**src/hw/rtl/lav_pkg.sv**
```systemverilog
// ----------------------------------------------------------------------------
// lav_pkg
// Shared types, constants and fixed-point helpers for the look-at view matrix.
// ----------------------------------------------------------------------------
package lav_pkg;

    localparam int WORD_BITS  = 32;
    localparam int FRAC_BITS  = 16;
    localparam int PROD_BITS  = 2 * WORD_BITS;
    localparam int LEAD_BITS  = $clog2(WORD_BITS);
    localparam int NORM_BITS  = 30;                 // normalized magnitude width
    localparam int SQ_BITS    = 2 * NORM_BITS;
    localparam int N2_BITS    = SQ_BITS + 2;
    localparam int ROOT_BITS  = N2_BITS / 2;
    localparam int SQRT_STEPS = ROOT_BITS;
    localparam int QUO_BITS   = FRAC_BITS + 1;
    localparam int DIV_STEPS  = QUO_BITS;
    localparam int NUM_BITS   = NORM_BITS + FRAC_BITS;
    localparam int DLY        = SQRT_STEPS + DIV_STEPS;

    typedef logic signed [WORD_BITS-1:0] word_t;
    typedef word_t [2:0] vec3_t;

    localparam word_t WORD_MAX = word_t'({1'b0, {(WORD_BITS-1){1'b1}}});
    localparam word_t WORD_MIN = word_t'({1'b1, {(WORD_BITS-1){1'b0}}});
    localparam word_t FX_ONE   = word_t'(1) <<< FRAC_BITS;

    typedef struct packed {
        vec3_t                       eye;
        vec3_t                       up;
        logic [2:0]                  neg;
        logic [2:0][NORM_BITS-1:0]   mn;
        logic                        degen;
    } meta_t;

    typedef struct packed {
        logic [PROD_BITS-1:0] p;
        logic                 neg;
    } prod_t;

    typedef struct packed {
        word_t [3:0][3:0] col;
        logic             degen;
    } mat_t;

    function automatic logic [WORD_BITS-1:0] mag(word_t a);
        return a[WORD_BITS-1] ? WORD_BITS'(-a) : WORD_BITS'(a);
    endfunction

    function automatic prod_t mulp(word_t a, word_t b);
        prod_t r;
        r.p   = {{WORD_BITS{1'b0}}, mag(a)} * {{WORD_BITS{1'b0}}, mag(b)};
        r.neg = a[WORD_BITS-1] ^ b[WORD_BITS-1];
        return r;
    endfunction

    // drop fraction bits toward zero, then clamp to the word
    function automatic word_t fin(prod_t x);
        logic [PROD_BITS-FRAC_BITS-1:0] r;
        r = x.p[PROD_BITS-1:FRAC_BITS];
        if (r > (PROD_BITS-FRAC_BITS)'(WORD_MAX))
            return x.neg ? WORD_MIN : WORD_MAX;
        return x.neg ? -$signed(r[WORD_BITS-1:0]) : $signed(r[WORD_BITS-1:0]);
    endfunction

    function automatic word_t sat_add(word_t a, word_t b);
        logic signed [WORD_BITS:0] s;
        s = {a[WORD_BITS-1], a} + {b[WORD_BITS-1], b};
        if (s[WORD_BITS] != s[WORD_BITS-1])
            return s[WORD_BITS] ? WORD_MIN : WORD_MAX;
        return s[WORD_BITS-1:0];
    endfunction

    function automatic word_t sat_neg(word_t a);
        return (a == WORD_MIN) ? WORD_MAX : -a;
    endfunction

    function automatic word_t sat_sub(word_t a, word_t b);
        return sat_add(a, sat_neg(b));
    endfunction

endpackage

```
**src/hw/rtl/lav_div.sv**
```systemverilog
// ----------------------------------------------------------------------------
// lav_div
// Pipelined restoring divider, one quotient bit per register stage.
// ----------------------------------------------------------------------------
module lav_div (
    input  logic                           aclk,
    input  logic                           en,
    input  logic [lav_pkg::NUM_BITS-1:0]   num,
    input  logic [lav_pkg::ROOT_BITS-1:0]  den,
    output logic [lav_pkg::QUO_BITS-1:0]   quo
);
    import lav_pkg::*;

    localparam int RW = NUM_BITS + 2;

    logic [RW-1:0]        rem_reg  [DIV_STEPS];
    logic [ROOT_BITS-1:0] den_reg  [DIV_STEPS];
    logic [QUO_BITS-1:0]  quo_reg  [DIV_STEPS];
    logic [RW-1:0]        rem_next [DIV_STEPS];
    logic [QUO_BITS-1:0]  quo_next [DIV_STEPS];
    logic [RW-1:0]        rem_src  [DIV_STEPS];
    logic [ROOT_BITS-1:0] den_src  [DIV_STEPS];
    logic [QUO_BITS-1:0]  quo_src  [DIV_STEPS];

    always_comb begin
        rem_src[0] = RW'(num);
        den_src[0] = den;
        quo_src[0] = '0;
        for (int k = 1; k < DIV_STEPS; k++) begin
            rem_src[k] = rem_reg[k-1];
            den_src[k] = den_reg[k-1];
            quo_src[k] = quo_reg[k-1];
        end
        for (int k = 0; k < DIV_STEPS; k++) begin
            logic [RW+QUO_BITS-1:0] d;
            d = (RW+QUO_BITS)'(den_src[k]) << (DIV_STEPS - 1 - k);
            quo_next[k] = quo_src[k];
            rem_next[k] = rem_src[k];
            if ((RW+QUO_BITS)'(rem_src[k]) >= d) begin
                rem_next[k] = rem_src[k] - d[RW-1:0];
                quo_next[k][DIV_STEPS-1-k] = 1'b1;
            end
        end
    end

    always_ff @(posedge aclk) begin
        if (en) begin
            for (int k = 0; k < DIV_STEPS; k++) begin
                rem_reg[k] <= rem_next[k];
                den_reg[k] <= den_src[k];
                quo_reg[k] <= quo_next[k];
            end
        end
    end

    assign quo = quo_reg[DIV_STEPS-1];

endmodule

```
**config.mk**
```make
export PLATFORM = sky130hd
export DESIGN_NAME = lav_div
export DESIGN_NICKNAME = d
export VERILOG_FILES = /design/src/hw/rtl/lav_pkg.sv /design/src/hw/rtl/lav_div.sv
export SDC_FILE = /design/constraint.sdc
export NUM_CORES = 2
export LEC_CHECK = 0
export ABC_AREA = 1
export BUFFER_PORTS_ARGS = -buffer_cell sky130_fd_sc_hd__buf_2
export CAP_MARGIN = 40
export CORE_MARGIN = 2
export CORE_UTILIZATION = 59
export DETAILED_ROUTE_END_ITERATION = 12
export HOLD_SLACK_MARGIN = 0.08
export MAX_ROUTING_LAYER = met4
export PLACE_DENSITY = 0.75
export SYNTH_ARGS = -nofsm -noshare
export SYNTH_HDL_FRONTEND = slang
export SYNTH_SLANG_ARGS = --single-unit
```
**constraint.sdc**
```tcl
create_clock -name aclk -period 2.3 [get_ports aclk]
set_clock_uncertainty 0.05 [all_clocks]
set_input_delay 0.46 -clock aclk [delete_from_list [all_inputs] [get_ports aclk]]
set_output_delay 0.46 -clock aclk [all_outputs]
set_load 0.02 [all_outputs]
```
==> results_dict.tcl, run 1 <==
set metrics [dict create \
    synthesis.nets 14400 \
    synth_cells 13800 \
    yosysSeqAreaShare_pct 42.9 \
    haltStage "global routing" \
    stop_error "[ERROR GRT-0232] Routing congestion too high. Check the congestion heatmap in the GUI." \
    die_w_um 414 \
    start_util_pct 59.3 \
    clockBufferDepth 3 \
    gp_congestion 1.09 \
    die_h_um 414 \
    synth_ff_type "edfxtp_1" \
    ioPinCount 96 \
    ys_seq_elements 1417 \
    synth-edff-count 1417 \
    grt_overflow 134 \
    cts_buffers 158 \
    avgSynthCellArea_um2 7.17 \
    async_flop_share_pct 0 \
    status "did not finish" \
    syn_area_um2 99100 \
    dp_slack_ns -0.573 \
    synthDistinctLibCells 47 \
    cts_max_level 4 \
    grt_max_degree 92 \
    cts.sink_count 1417 \
    yosys_warnings 0 \
    dp_hpwl_um 299000 \
    grt_usage_pct 72.8 \
    cts-root-buf "clkbuf_16" \
    rows 150 \
    portBuffers 95 \
]
## synth_stat cells, drive strengths merged (43+ instances only)
cell type	instances	share of area (%)
nand2	5628	21
inv	2800	11
edfxtp	1417	43
nor2	1193	4.6
nand3	765	3.9
ha	526	6.6
a21oi	463	2.5
xor2	256	2.3
nand4	189	1.3
o21ai	151	0.77
nor3	109	0.56
buf	102	0.70
nand3b	58	0.44
xnor2	43	0.38
## cells by family after synthesis
group           after synthesis  synth area share (%)
compound gates              662                  3.68
xor+xnor                    299                  2.64
fa+ha+maj                   542                  6.96
buf+inv                    2918                  11.4
flops                      1417                  42.9
simple gates               7973                  32.4
## layer usage
layer / track usage (%) / overflow
met1: 74.5 / 12
met3: 55.7 / 10
met4: 63.7 / 46
met2: 88.0 / 66
met5: - / -
## timing repair
item,in CTS
hold buffers,65
setup endpoints to repair,612
hold endpoints to repair,73
gates resized for setup,1611
cloned,44
pin swaps,368
setup buffers,448
## per-stage QoR
stage	util, %	hold WS [ns]	instance area, um2	instances
after CTS	84.0	0.0928	140000	19500
after detailed placement	73.4	0.355	123000	18700
after global placement	73.4	0.351	123000	18700
after floorplan	-	0.350	99200	13800
==> run 2: changes to the inputs <==
- CORE_UTILIZATION: 59 -> 40
- HOLD_SLACK_MARGIN: 0.08 -> default
- MAX_ROUTING_LAYER: met4 -> default
- PLACE_DENSITY: 0.75 -> default
- PLACE_DENSITY_LB_ADDON: default -> 0.15
- clock period: 2.3 -> 2.99 ns (I/O delays scaled with it)
==> results_dict.tcl, run 2 <==
set metrics [dict create \
    status "finished, final reports clean" \
    final_common_cell "nand2_1" \
    fillers 25400 \
    cp_slowest_cell "fa_1" \
    drv_cap 0 \
    path_clk_slew_ns 0.06 \
    finalNetCount 14900 \
    clockPowerShare_pct 20.6 \
    worstSetupEndpointType "flip-flop" \
    path_class "flip-flop to flip-flop" \
    coreArea_um2 246000 \
    finalCritPeriodShare_pct 96.2 \
    powerDensity_nw_per_um2 909 \
    cts.sink_count 1417 \
    max_freq_ghz 0.348 \
    first_global_vias 79000 \
    synthDistinctLibCells 47 \
    syn2layout_area_growth_pct 12.2 \
    regArea_um2 42600 \
    m1WireLength_um 172000 \
    pwr-share-comb_pct 47.5 \
    die_h_um 502 \
    start_util_pct 40.3 \
    worst-path-max-fanout 5 \
    rsz0062_at_grt "false" \
    critical_path.cell_chain "ha_1, inv_1, fa_1, nand3_1, nand3_1, nand2_1, nand2_1, nand2_1, nand3_1, xor2_1, nand2_1, nand2_1" \
    rows 182 \
    cpPeakStageDelay_ns 0.50 \
    synth_common_cells "nand2_1, inv_1, edfxtp_1" \
    synth_most_common_cell "nand2_1" \
    design_area_um2 111000 \
    ys_seq_elements 1417 \
    r2r_cells 12 \
    hold_class "input port to flip-flop" \
    finalMaxSlewViolations 0 \
    synth-edff-count 1417 \
    antenna_found_initial 10 \
    clk_latency_ns 0.83 \
    synth_top_area_share_pct 42.9 \
    largest_register_ffs 768 \
    clockBufferDepth 3 \
    syn_area_um2 99100 \
    synth_ff_type "edfxtp_1" \
    cp.depth 12 \
    cts-root-buf "clkbuf_16" \
    die_w_um 502 \
    yosys_warnings 0 \
    maxUsedRoutingLayer "met4" \
    maxSlewHeadroom_pct 37.1 \
    cts_buffers 165 \
    tightestPinTransition_ns 0.935 \
    wire_per_inst_um 19.9 \
    required_ns 3.53 \
    hold_viol_final 0 \
    p_int_mw 55.1 \
    dieArea_um2 252000 \
    cpLargestDelayFamily "simple AND/OR/NAND/NOR gates" \
    async_flop_share_pct 0 \
    drcViolationCount 0 \
    grt_overflow 0 \
    drt_wl_total_um 352000 \
    avgSynthCellArea_um2 7.17 \
    drive_above_1_share_pct 5.40 \
    synth_area_leader_cell "edfxtp_1" \
    synth_cells 13800 \
    p_switching_mw 45.9 \
    ys_top_cells_by_area "edfxtp_1, nand2_1, inv_1" \
    swShare_pct 45.5 \
    path_buf_inv 1 \
    setup_tns_ns 0 \
    wl_met2_um 149000 \
    final_cell_mix "nand2_1, inv_1, edfxtp_1" \
    period_needed_ns 2.88 \
    cts_max_level 4 \
    wl_met3_um 23800 \
    setup_violations 0 \
    critical_path_arrival_ns 3.42 \
    dp_hpwl_um 294000 \
    gp_congestion 0.978 \
    ant_nets 0 \
    p_seq_share_pct 31.9 \
    cts_tree "yes" \
    cpMostUsedCell "nand2_1" \
    p_leak_nw 56.2 \
    place_area_um2 105000 \
    grt_max_degree 141 \
    vdd.ir_drop.worst_mv 0.512 \
    cp-start-kind "flip-flop" \
    vias_per_cell 4.90 \
    portBuffers 95 \
    ioPinCount 96 \
    drt_iter0_drc 9149 \
    vias 86600 \
    grt_usage_pct 27.5 \
    synthesis.nets 14400 \
    dr.pass1.iters 9 \
    multi_input_area_um2 45300 \
    yosysSeqAreaShare_pct 42.9 \
    hold_depth 3 \
    grt_pass1_wl_um 516000 \
]
[run 2: per-layer routing]
layer | vias to the layer above | global-route usage [%]
li1 | 43800 | -
met4 | 0 | 5.98
met1 | 39700 | 42.0
met5 | - | 0
met2 | 2726 | 41.2
met3 | 331 | 3.24
[run 2: layout make-up]
type	instances	area share, %
Tap cell	3312	3.73
Timing Repair Buffer	372	2.84
Inverter	2805	9.47
Sequential cell	1417	38.3
Clock inverter	114	1.12
Antenna cell	3	0.00675
Clock buffer	191	3.82
Multi-Input combinational cell	9476	40.7
[run 2: power groups by stage]
stage / Clock, mW / Combinational (mW) / Sequential (mW)
floorplan: 0 / 32.3 / 29.8
finish: 20.8 / 48.0 / 32.3
global placement: 0 / 46.9 / 32.7
CTS: 21.3 / 47.1 / 32.3
global route: 22.0 / 53.6 / 32.5
detailed placement: 0 / 46.9 / 32.6
[run 2: logic make-up after synthesis]
logic type	count (synthesis)	share of synthesized area, %
DFF	1417	42.9
and+or+nand+nor	7973	32.4
buffers and inverters	2918	11.4
adders and majority gates	542	6.96
xor gates and xnor gates	299	2.64
AOI/OAI and AO/OA	662	3.68
[run 2: path summary, 6_finish.rpt]
kind | startpoint | end | slack (ns)
setup / recovery | den_reg[0][434] | rem_reg[0][745] | 0.11
hold reg to reg | quo_reg[0][249] | quo_reg[0][266] | 0.37
setup reg to reg | den_reg[0][434] | rem_reg[0][745] | 0.11
hold / removal | num[44] | rem_reg[0][44] | 0.08
[run 2: repair_timing]
item / in CTS / in global routing
setup endpoints to repair: 0 / 31
gates resized for setup: 0 / 6
setup buffers: 0 / 1
endpoints found under the hold margin: 46 / 0
hold buffers: 46 / 0
[run 2: tightest hold or removal path: cells and delay by family]
family | cells | cell delay (ns)
buffers and inverters | 1 | 0.10
and+or+nand+nor | 2 | 0.16
[run 2: stage by stage]
| stage | hold slack (ns) | total power [mW] | util, % | setup slack (ns) | cells |
|---|---|---|---|---|---|
| 2_1_floorplan | 0.350 | 62.1 | - | 0.398 | 13800 |
| 3_3_place_gp | 0.351 | 79.6 | 42.7 | 0.0646 | 17300 |
| 3_5_place_dp | 0.355 | 79.5 | 42.7 | 0.0297 | 17300 |
| 4_1_cts | 0.0158 | 101 | 45.2 | 0.00520 | 17700 |
| 5_1_grt | 0.0660 | 108 | 45.2 | 0.00802 | 17700 |
| 6_report | 0.0818 | 101 | 45.2 | 0.113 | 17700 |
Note: power is estimated with default switching activity, not from simulation.
