### config.mk
export PLATFORM = sky130hd
export DESIGN_NAME = lav_colser
export DESIGN_NICKNAME = d
export VERILOG_FILES = /design/src/hw/rtl/lav_pkg.sv /design/src/hw/rtl/lav_colser.sv
export SDC_FILE = /design/constraint.sdc
export NUM_CORES = 1
export LEC_CHECK = 0
export BUFFER_PORTS_ARGS = -buffer_cell sky130_fd_sc_hd__buf_2
export CAP_MARGIN = 25
export CORE_AREA = 5 5 252 254
export CTS_CLUSTER_DIAMETER = 60
export DETAILED_ROUTE_END_ITERATION = 6
export DIE_AREA = 0 0 257 259
export HOLD_SLACK_MARGIN = 0.05
export PLACE_DENSITY = 0.63
export SLEW_MARGIN = 40
export SYNTH_ARGS = -nofsm -noshare
export SYNTH_HDL_FRONTEND = slang
export SYNTH_SLANG_ARGS = --single-unit
### constraint.sdc
create_clock -name aclk -period 65 [get_ports aclk]
set_input_delay 13 -clock aclk [delete_from_list [all_inputs] [get_ports aclk]]
set_output_delay 13 -clock aclk [all_outputs]
set_load 0.01 [all_outputs]
### src/hw/rtl/lav_pkg.sv
// ----------------------------------------------------------------------------
// lav_pkg
// Shared types, constants and fixed-point helpers for the look-at view matrix.
// ----------------------------------------------------------------------------
package lav_pkg;

    localparam int WORD_BITS  = 32;
    localparam int FRAC_BITS  = 16;
    localparam int PROD_BITS  = 2 * WORD_BITS;
    localparam int LEAD_BITS  = $clog2(WORD_BITS);
    localparam int NORM_BITS  = 30;                 // normalized magnitude width
    localparam int SQ_BITS    = 2 * NORM_BITS;
    localparam int N2_BITS    = SQ_BITS + 2;
    localparam int ROOT_BITS  = N2_BITS / 2;
    localparam int SQRT_STEPS = ROOT_BITS;
    localparam int QUO_BITS   = FRAC_BITS + 1;
    localparam int DIV_STEPS  = QUO_BITS;
    localparam int NUM_BITS   = NORM_BITS + FRAC_BITS;
    localparam int DLY        = SQRT_STEPS + DIV_STEPS;

    typedef logic signed [WORD_BITS-1:0] word_t;
    typedef word_t [2:0] vec3_t;

    localparam word_t WORD_MAX = word_t'({1'b0, {(WORD_BITS-1){1'b1}}});
    localparam word_t WORD_MIN = word_t'({1'b1, {(WORD_BITS-1){1'b0}}});
    localparam word_t FX_ONE   = word_t'(1) <<< FRAC_BITS;

    typedef struct packed {
        vec3_t                       eye;
        vec3_t                       up;
        logic [2:0]                  neg;
        logic [2:0][NORM_BITS-1:0]   mn;
        logic                        degen;
    } meta_t;

    typedef struct packed {
        logic [PROD_BITS-1:0] p;
        logic                 neg;
    } prod_t;

    typedef struct packed {
        word_t [3:0][3:0] col;
        logic             degen;
    } mat_t;

    function automatic logic [WORD_BITS-1:0] mag(word_t a);
        return a[WORD_BITS-1] ? WORD_BITS'(-a) : WORD_BITS'(a);
    endfunction

    function automatic prod_t mulp(word_t a, word_t b);
        prod_t r;
        r.p   = {{WORD_BITS{1'b0}}, mag(a)} * {{WORD_BITS{1'b0}}, mag(b)};
        r.neg = a[WORD_BITS-1] ^ b[WORD_BITS-1];
        return r;
    endfunction

    // drop fraction bits toward zero, then clamp to the word
    function automatic word_t fin(prod_t x);
        logic [PROD_BITS-FRAC_BITS-1:0] r;
        r = x.p[PROD_BITS-1:FRAC_BITS];
        if (r > (PROD_BITS-FRAC_BITS)'(WORD_MAX))
            return x.neg ? WORD_MIN : WORD_MAX;
        return x.neg ? -$signed(r[WORD_BITS-1:0]) : $signed(r[WORD_BITS-1:0]);
    endfunction

    function automatic word_t sat_add(word_t a, word_t b);
        logic signed [WORD_BITS:0] s;
        s = {a[WORD_BITS-1], a} + {b[WORD_BITS-1], b};
        if (s[WORD_BITS] != s[WORD_BITS-1])
            return s[WORD_BITS] ? WORD_MIN : WORD_MAX;
        return s[WORD_BITS-1:0];
    endfunction

    function automatic word_t sat_neg(word_t a);
        return (a == WORD_MIN) ? WORD_MAX : -a;
    endfunction

    function automatic word_t sat_sub(word_t a, word_t b);
        return sat_add(a, sat_neg(b));
    endfunction

endpackage

### src/hw/rtl/lav_colser.sv
// ----------------------------------------------------------------------------
// lav_colser
// Holds one finished matrix and sends it out as four column items.
// ----------------------------------------------------------------------------
module lav_colser (
    input  logic                      aclk,
    input  logic                      aresetn,
    input  logic                      in_valid,
    input  lav_pkg::mat_t             in_mat,
    output logic                      load,
    output logic                      m_valid,
    input  logic                      m_ready,
    output logic [1:0]                m_column_index,
    output lav_pkg::word_t            m_elem_0,
    output lav_pkg::word_t            m_elem_1,
    output lav_pkg::word_t            m_elem_2,
    output lav_pkg::word_t            m_elem_3,
    output logic                      m_last_column,
    output logic                      m_degenerate
);
    import lav_pkg::*;

    localparam logic [1:0] LAST_COL = 2'd3;

    mat_t       mat_reg;
    logic       busy_reg, busy_next;
    logic [1:0] cnt_reg, cnt_next;

    assign load = !busy_reg || (m_ready && cnt_reg == LAST_COL);

    always_comb begin
        busy_next = busy_reg;
        cnt_next  = cnt_reg;
        if (busy_reg && m_ready)
            cnt_next = cnt_reg + 2'd1;
        if (load) begin
            busy_next = in_valid;
            cnt_next  = '0;
        end
    end

    always_ff @(posedge aclk) begin
        if (!aresetn) begin
            busy_reg <= 1'b0;
            cnt_reg  <= '0;
        end else begin
            busy_reg <= busy_next;
            cnt_reg  <= cnt_next;
        end
    end

    always_ff @(posedge aclk) begin
        if (load && in_valid)
            mat_reg <= in_mat;
    end

    assign m_valid        = busy_reg;
    assign m_column_index = cnt_reg;
    assign m_elem_0       = mat_reg.col[cnt_reg][0];
    assign m_elem_1       = mat_reg.col[cnt_reg][1];
    assign m_elem_2       = mat_reg.col[cnt_reg][2];
    assign m_elem_3       = mat_reg.col[cnt_reg][3];
    assign m_last_column  = (cnt_reg == LAST_COL);
    assign m_degenerate   = mat_reg.degen;

    a_first_col: assert property (@(posedge aclk) disable iff (!aresetn)
        load && in_valid |=> m_valid && m_column_index == 2'd0)
        else $error("new matrix did not start at column 0");
    a_keep_going: assert property (@(posedge aclk) disable iff (!aresetn)
        m_valid && m_ready && !m_last_column |=> m_valid)
        else $error("matrix dropped before its last column");
    a_degen_zero: assert property (@(posedge aclk) disable iff (!aresetn)
        m_valid && m_degenerate |-> m_elem_0 == 0 && m_elem_1 == 0 &&
                                    m_elem_2 == 0 && m_elem_3 == 0)
        else $error("degenerate matrix has nonzero element");

endmodule

==> metrics.md, run 1 <==
| Metric | Value |
|---|---|
| Final WL | 46.5 mm |
| First-pass GRT wire length | 67.2 mm |
| Period Utilization, post-route | 41.3% |
| Seq/Total Area, Yosys | 82.5% |
| CTS Hold Bufs | 0 |
| Setup TNS | 0 ns |
| Die H | 259 um |
| Max H-tree Level | 2 |
| Clk pin slew, worst setup/hold paths | 0.06 ns |
| GRT Overall Usage | 13.3% |
| Worst Hold Class | reg2reg |
| Port buffer count | 650 |
| Largest net degree at the start of global routing | 179 |
| Yosys top cell area share | 82.1% |
| TritonCTS clock tree | yes |
| Worst Hold Slack | 0.493 ns |
| Total power | 753 uW |
| DRC | 0 |
| Initial core utilization | 30.7% |
| CP required | 52.00 ns |
| Clock Tree Buf Depth | 3 |
| Clock Sinks | 516 |
| F_max | 0.0373 GHz |
| Final RePlAce weighted congestion | 0.811 |
| Worst R2R Path Depth | 8 |
| Synth Register Bits | 516 |
| CP Data Arrival Time | 13.84 ns |
| Power Dens Cells | 30.5 nW/um^2 |
| Post-CTS sizing | 0 |
| Max_slew headroom | 45.1% |
| RSZ-0062 raised after global routing | no |
| Cell Rows | 91 |
| Worst slew pin tran | 0.823 ns |
| Clk Latency, worst-skew pair | 0.58 ns |
| Max-cap viol count | 0 |
| Iter 0 DRT Violations | 615 |
| Crit. End Element | output port |
| Worst setup SP type | input port |
| Synth-to-Final Area Change | 31.6% |
| Share of layout cells above drive strength 1 | 61.6% |
| Initial antenna violation count | 10 |
| Worst vdd ir | 0.0219 mV |
| Top cell type by total area after synthesis | edfxtp_1 |
| # setup viols final | 0 |
| Util after Layout | 40.4% |
| Die area | 66600 um^2 |
| Avg WL per Cell | 21.0 um |
| Fin crit period | 26.84 ns |
| Static Leak | 0.00913 uW |
| Highest-count cells in the layout ignoring fill and taps | buf_2 (650), edfxtp_1 (513), mux4_2 (128) |
| Post-CTS Setup Repair Bufs | 0 |
| # IOs | 651 |
| Vias in the first global route | 10872 |
| Setup Crit Path Kind | in2out |
| Max reg flops | 512 |
| Synth cell types | 19 |
| Cts bufs inserted | 54 |
| Synthesized cell area | 18800 um^2 |
| First-pass DRT Iterations | 5 |
| HPWL Detailed | 34.1 mm |
| Max Slew Vio Count | 0 |
| Vias | 9880 |
| Die X | 257 um |
| Syn Inst Count | 685 |
| Largest cells by area after synthesis | edfxtp_1 (82%), mux4_2 (15%), buf_12 (1.2%), buf_2 (0.32%), dfxtp_1 (0.32%) |
| Number of routed nets with antenna violations | 0 |
| Status | completed |
| Commonest non-fill, non-tap cell in the layout | buf_2 |
| Avg Cell Area, Syn | 27.4 um^2 |
| DR vias/cell | 4.46 |
| Root Driver | clkbuf_16 |
| Core area | 61000 um^2 |
| Maximum net fanout on the critical path | 5 |
| Final Hold Vio Count | 0 |
| Synth Warn # | 0 |
| Total global routing overflow | 0 |
| Hold path cells | 2 |
| Nets@finish | 1891 |
| Clock skew | 0.0161 ns |
| Synth Net Count | 1203 |
[path summary, 6_finish.rpt]
check	startpoint	endpoint	slack [ns]
worst min-delay path	m_valid	m_column_index[1]	0.49
worst max-delay path	m_ready	load	38.16
worst max register to register	m_column_index[0]	mat_reg[190]	60.36
worst min register to register	m_valid	m_column_index[1]	0.49
[cells in the mapped netlist (all sizes together)]
master / instances
a21boi: 1
a21oi: 2
buf: 28
clkbuf: 1
dfxtp: 3
edfxtp: 513
ha: 1
inv: 1
mux4: 128
nand2: 1
nand2b: 2
nand3b: 1
nor2b: 1
o21a: 1
or3b: 1
[layer usage]
layer  share of wire [%]  global-route usage, %  vias to the layer above  wire length [um]
met5                0.12                      0                        -                58
met2                  52                   23.4                      445             24300
met4                 2.9                   4.56                        8              1370
li1                    -                      -                     4384                 -
met3                 8.7                   4.69                       89              4050
met1                  36                   15.0                     4954             16700
[report_power, final]
group          internal [uW]  switching, uW
clock network            187            125
logic                   24.5           23.4
registers                388           4.83
total                    600            154
[layout make-up]
| cell class | count | area [um^2] |
|---|---|---|
| multi-input combinational | 139 | 2970 |
| fill | 5508 | 36400 |
| clock inverter | 37 | 394 |
| sequential | 516 | 15500 |
| timing repair buffer | 661 | 3420 |
| tap | 790 | 988 |
| inverter | 1 | 3.75 |
| clock buffer | 64 | 1410 |
| antenna | 6 | 15.0 |
[logic make-up after synthesis]
family | share of synthesized area (%)
AOI/OAI and AO/OA | 0.133
adders and majority gates | 0.0667
buffers and inverters | 1.75
DFF | 82.5
muxes | 15.4
and+or+nand+nor | 0.207
[per-stage QoR]
step | std cells | worst slack [ns] | instance area, um^2
floorplan | 685 | 28.07 | 18800
global placement | 2105 | 38.19 | 22800
detailed placement | 2106 | 38.17 | 22800
CTS | 2207 | 38.17 | 24600
global route | 2212 | 38.07 | 24700
finish | 2214 | 38.16 | 24700
[worst max-delay path, stage by stage]
cell	delay, ns
buf_2	0.12
a21boi_0	0.48
inv_1	0.08
buf_2	0.16
Note: power is estimated with default switching activity, not from simulation.
==> run 2, diff against run 1 <==
==> constraint.sdc (replaced) <==
create_clock -name aclk -period 27.7 [get_ports aclk]
set_input_delay 5.54 -clock aclk [delete_from_list [all_inputs] [get_ports aclk]]
set_output_delay 5.54 -clock aclk [all_outputs]
set_load 0.01 [all_outputs]
==> run 2 against run 1 <==
Clock skew rose by 0.016 ns. Final area fell by 0.26%. Die area did not move. Sequential power rose by 130%. Register-to-register slack got worse by 37 ns. Combinational power rose by 140%. Sequential share of layout area rose by 0.17 points.
==> metrics.md, run 2 (synthesis gave the netlist of run 1 again) <==
| Metric | Value |
|---|---|
| Status | completed |
| F_max | 0.0840 GHz |
| Die X | 257 um |
| Clk pin slew, worst setup/hold paths | 0.06 ns |
| CP Data Arrival Time | 6.37 ns |
| Share of layout cells above drive strength 1 | 61.3% |
| Worst vdd ir | 0.0556 mV |
| Root Driver | clkbuf_16 |
| Multi-input logic area | 2970 um^2 |
| Initial core utilization | 30.7% |
| Max_slew headroom | 49.1% |
| Highest-count cells in the layout ignoring fill and taps | buf_2 (650), edfxtp_1 (513), mux4_2 (128) |
| # IOs | 651 |
| # setup viols final | 0 |
| DR vias/cell | 4.47 |
| Setup TNS | 0 ns |
| Cts bufs inserted | 54 |
| Largest net degree at the start of global routing | 114 |
| Worst Hold Class | reg2reg |
| CTS Hold Bufs | 0 |
| Setup WS post-layout | 15.79 ns |
| Max H-tree Level | 2 |
| DP Worst Slack | 15.80 ns |
| RSZ-0062 raised after global routing | no |
| Final Hold Vio Count | 0 |
| Clock skew | 0.0321 ns |
| Commonest non-fill, non-tap cell in the layout | buf_2 |
| Clk Latency, worst-skew pair | 0.59 ns |
| Max reg flops | 512 |
| Max Slew Vio Count | 0 |
| Crit-path leading delay family | compound AO/OA/AOI/OAI gates |
| Nets@finish | 1893 |
| First-pass DRT Iterations | 5 |
| First-pass GRT wire length | 68.9 mm |
| Worst slew pin tran | 0.763 ns |
| Static Leak | 0.00909 uW |
| CP max-delay cell | a21boi_0 |
| Initial antenna violation count | 16 |
| Critical Path Max Stage Delay | 0.46 ns |
| Setup Crit Path Kind | in2out |
| Total global routing overflow | 0 |
| Synth-to-Final Area Change | 31.2% |
| Crit. End Element | output port |
| Number of routed nets with antenna violations | 0 |
| Die H | 259 um |
| Clock Tree Buf Depth | 3 |
| DRC | 0 |
| Post-CTS Setup Repair Bufs | 0 |
| FF+latch area | 15500 um^2 |
| Core area | 61000 um^2 |
| Avg WL per Cell | 21.3 um |
| HPWL Detailed | 35.6 mm |
| Power Dens Cells | 70.2 nW/um^2 |
| Vias in the first global route | 10937 |
| Maximum net fanout on the critical path | 5 |
| Die area | 66600 um^2 |
| Worst-path cell chain | buf_2 > a21boi_0 > inv_1 > buf_2 |
| Post-CTS sizing | 0 |
| CP required | 22.16 ns |
| Vias | 9899 |
| Fin crit period | 11.91 ns |
| Max-cap viol count | 0 |
| GRT Overall Usage | 13.6% |
| Worst setup SP type | input port |
| Final RePlAce weighted congestion | 0.837 |
| Crit path buffers/inverters | 3 |
| TritonCTS clock tree | yes |
| Cell Rows | 91 |
| Iter 0 DRT Violations | 609 |
| Port buffer count | 650 |
| Worst path most repeated cell | buf_2 |
| Final WL | 47.3 mm |
| Period Utilization, post-route | 43.0% |
| Clock Sinks | 516 |
| Fillcell total | 5454 |
run 2: cell types whose count changed in the layout (fill, tap and decap cells not counted):
cell	before	now
inv_6	1	2
buf_12	2	3
buf_16	2	3
clkinv_8	0	1
buf_4	2	3
bufinv_16	8	4
clkinv_2	11	10
clkbuf_1	9	13
diode_2	6	10
clkinvlp_4	3	2
clkinv_1	12	11
inv_8	2	0
buf_6	5	4
run 2: worst paths after layout:
check               startpoint                 to  slack [ns]  cells after the start
max                    m_ready               load       15.79                      4
min                    m_valid  m_column_index[0]        0.47                      2
max reg2reg  m_column_index[1]       mat_reg[173]       23.36                      8
min reg2reg            m_valid  m_column_index[0]        0.47                      2
run 2: routing by layer:
metal / global-route usage (%) / vias to the layer above / wire length (um)
met3: 5.80 / 93 / 4860
li1: - / 4388 / -
met1: 15.0 / 4945 / 16400
met4: 4.46 / 8 / 1320
met2: 23.9 / 465 / 24700
met5: 0 / - / 52
run 2: stage by stage:
step | util, % | std cells | total power, uW | hold slack, ns | instance area, um^2
3_3_place_gp | 37.3 | 2105 | 1050 | 0.457 | 22800
3_5_place_dp | 37.5 | 2108 | 1060 | 0.458 | 22900
4_1_cts | 40.2 | 2206 | 1750 | 0.468 | 24500
6_report | 40.3 | 2217 | 1730 | 0.467 | 24600
2_1_floorplan | - | 685 | 1010 | 0.488 | 18800
5_1_grt | 40.3 | 2217 | 1800 | 0.505 | 24600
run 2: report_power, final:
part           total (uW)  switching [uW]  internal [uW]  leakage (uW)
combinational         114            56.1           58.3       0.00335
clock                 689             288            401      0.000822
sequential            923            11.8            911       0.00491
total                1730             356           1370       0.00909
run 2: tightest hold or removal path: stages, from the launching register on:
cell and delay (ns):
dfxtp_1 0.32, nand2_1 0.08, a21oi_1 0.04
run 2: cell type report:
| class | count | share of cell area (%) |
|---|---|---|
| diodes | 10 | 0.102 |
| clock buffers | 68 | 5.79 |
| clock inverters | 30 | 1.06 |
| inverters | 1 | 0.0153 |
| multi-input cells | 139 | 12.1 |
| flip-flops and latches | 516 | 62.9 |
| well taps | 790 | 4.02 |
| repair buffers | 663 | 14.1 |
==> run 3, diff against run 2 <==
--- a/config.mk
+++ b/config.mk
@@ -12,7 +12,7 @@
 export DETAILED_ROUTE_END_ITERATION = 6
 export DIE_AREA = 0 0 257 259
 export HOLD_SLACK_MARGIN = 0.05
-export PLACE_DENSITY = 0.63
+export PLACE_DENSITY = 0.65
 export SLEW_MARGIN = 40
 export SYNTH_ARGS = -nofsm -noshare
 export SYNTH_HDL_FRONTEND = slang
==> constraint.sdc (replaced) <==
create_clock -name aclk -period 10.12 [get_ports aclk]
set_input_delay 2.024 -clock aclk [delete_from_list [all_inputs] [get_ports aclk]]
set_output_delay 2.024 -clock aclk [all_outputs]
set_load 0.01 [all_outputs]
==> run 3 against run 2 <==
Hold slack better by 0.056 ns. Non-clock buffer count up 2. First-iteration DRC count up 30%. Combinational power rose to 2.7 times the previous value. Worst setup slack worse by 11 ns. Global-route usage about the same. Largest power group unchanged. Power rose to 2.7 times the previous value. Via count up 1.1%. Core utilization about the same. Largest cell class unchanged.
==> metrics.md, run 3 (synthesis gave the netlist of run 1 again) <==
| Metric | Value |
|---|---|
| Status | completed |
| Crit. End Element | output port |
| DRC | 0 |
| Port buffer count | 650 |
| Vias in the first global route | 11023 |
| Worst vdd ir | 0.151 mV |
| Worst slew pin tran | 0.807 ns |
| CP Data Arrival Time | 3.32 ns |
| Setup Crit Path Kind | reg2out |
| # IOs | 651 |
| Highest-count cells in the layout ignoring fill and taps | buf_2 (650), edfxtp_1 (513), mux4_2 (128) |
| Setup TNS | 0 ns |
| Largest net degree at the start of global routing | 168 |
| Final RePlAce weighted congestion | 0.834 |
| Max reg flops | 512 |
| Worst-path cell chain | buf_4 > buf_4 > buf_12 > mux4_2 > buf_2 |
| Worst path most repeated cell | buf_4 |
| Max_slew headroom | 46.2% |
| Initial antenna violation count | 16 |
| Initial core utilization | 30.7% |
| Worst Hold Class | reg2reg |
| Final WL | 47.7 mm |
| RSZ-0062 raised after global routing | no |
| Final non-filler cell total | 2223 |
| First-pass GRT wire length | 69.1 mm |
| F_max | 0.187 GHz |
| Iter 0 DRT Violations | 791 |
| Cell Rows | 91 |
| # setup viols final | 0 |
| Period Utilization, post-route | 52.9% |
| DR WL met3 | 4.70 mm |
| Clock Sinks | 516 |
| Number of routed nets with antenna violations | 0 |
| Root Driver | clkbuf_16 |
| TritonCTS clock tree | yes |
| Avg WL per Cell | 21.4 um |
| Core area | 61000 um^2 |
| Static Leak | 0.00908 uW |
| Die X | 257 um |
| Met2 WL post-DR | 24.3 mm |
| Synth-to-Final Area Change | 31.1% |
| First-pass DRT Iterations | 7 |
| Nets@finish | 1896 |
| CP required | 8.10 ns |
| Worst setup SP type | flip-flop |
| Clock Tree Buf Depth | 3 |
| DR vias/cell | 4.50 |
| Top Metal Used | met5 |
| HPWL Detailed | 35.8 mm |
| Crit-path leading delay family | buffers and inverters |
| Post-CTS Setup Repair Bufs | 0 |
| Worst Hold Slack | 0.523 ns |
| Crit path buffers/inverters | 4 |
| Die area | 66600 um^2 |
| CTS Hold Bufs | 0 |
| Vias | 10004 |
| Max H-tree Level | 2 |
| Clk Latency, worst-skew pair | 0.58 ns |
| Cts bufs inserted | 55 |
| Max Slew Vio Count | 0 |
| Clock skew | 0.0162 ns |
| Post-CTS sizing | 0 |
| CP max-delay cell | dfxtp_4 |
| Clk pin slew, worst setup/hold paths | 0.06 ns |
| Maximum net fanout on the critical path | 31 |
| Commonest non-fill, non-tap cell in the layout | buf_2 |
| Final Hold Vio Count | 0 |
| M1 WL | 17.0 mm |
| Total global routing overflow | 0 |
| Share of layout cells above drive strength 1 | 61.1% |
| Power Dens Cells | 191 nW/um^2 |
| Die H | 259 um |
| GRT Overall Usage | 13.7% |
| Critical Path Max Stage Delay | 0.72 ns |
| Cell total after placement | 2108 |
| Fin crit period | 5.35 ns |
| Max-cap viol count | 0 |
run 3: area by class of cell:
| class | count | area, um^2 |
|---|---|---|
| antenna | 13 | 32.5 |
| clock buffer | 75 | 1490 |
| clock inverter | 24 | 153 |
| fill | 5473 | 36400 |
| inverter | 1 | 3.75 |
| multi-input combinational | 139 | 2980 |
| sequential | 516 | 15500 |
| tap | 790 | 988 |
| timing repair buffer | 665 | 3460 |
run 3: worst register-to-register path, stage by stage (launching register included):
cell and delay (ns):
dfxtp_4 0.72, ha_1 0.40, a21boi_4 0.10, nor2b_4 0.12, buf_4 0.40, buf_12 0.37, buf_16 0.44, buf_4 0.76
run 3: power by group:
part           total (uW)  internal, uW  switching (uW)
logic                 311           160             151
registers            2530          2500            37.1
clock network        1840          1050             788
run 3: final timing paths:
check	start	end	slack, ns	depth (start not counted)
worst max-delay path	m_column_index[0]	m_elem_1[18]	4.77	5
worst min-delay path	m_valid	m_column_index[1]	0.52	2
worst max register to register	m_column_index[1]	mat_reg[461]	6.41	7
worst min register to register	m_valid	m_column_index[1]	0.52	2
run 3: per-stage QoR:
step	total power (uW)	setup WS, ns	utilization, %	instance area [um^2]
floorplan	2730	0.00105	-	18800
global placement	2880	5.17	37.4	22800
detailed placement	2890	5.11	37.4	22800
CTS	4750	4.45	40.1	24500
global route	4870	4.45	40.3	24600
finish	4690	4.77	40.3	24600
run 3: per-layer routing:
| layer | vias to the layer above | global-route usage [%] |
|---|---|---|
| met4 | 6 | 5.19 |
| met5 | - | 0 |
| li1 | 4390 | - |
| met1 | 4957 | 16.0 |
| met2 | 551 | 23.4 |
| met3 | 100 | 4.72 |
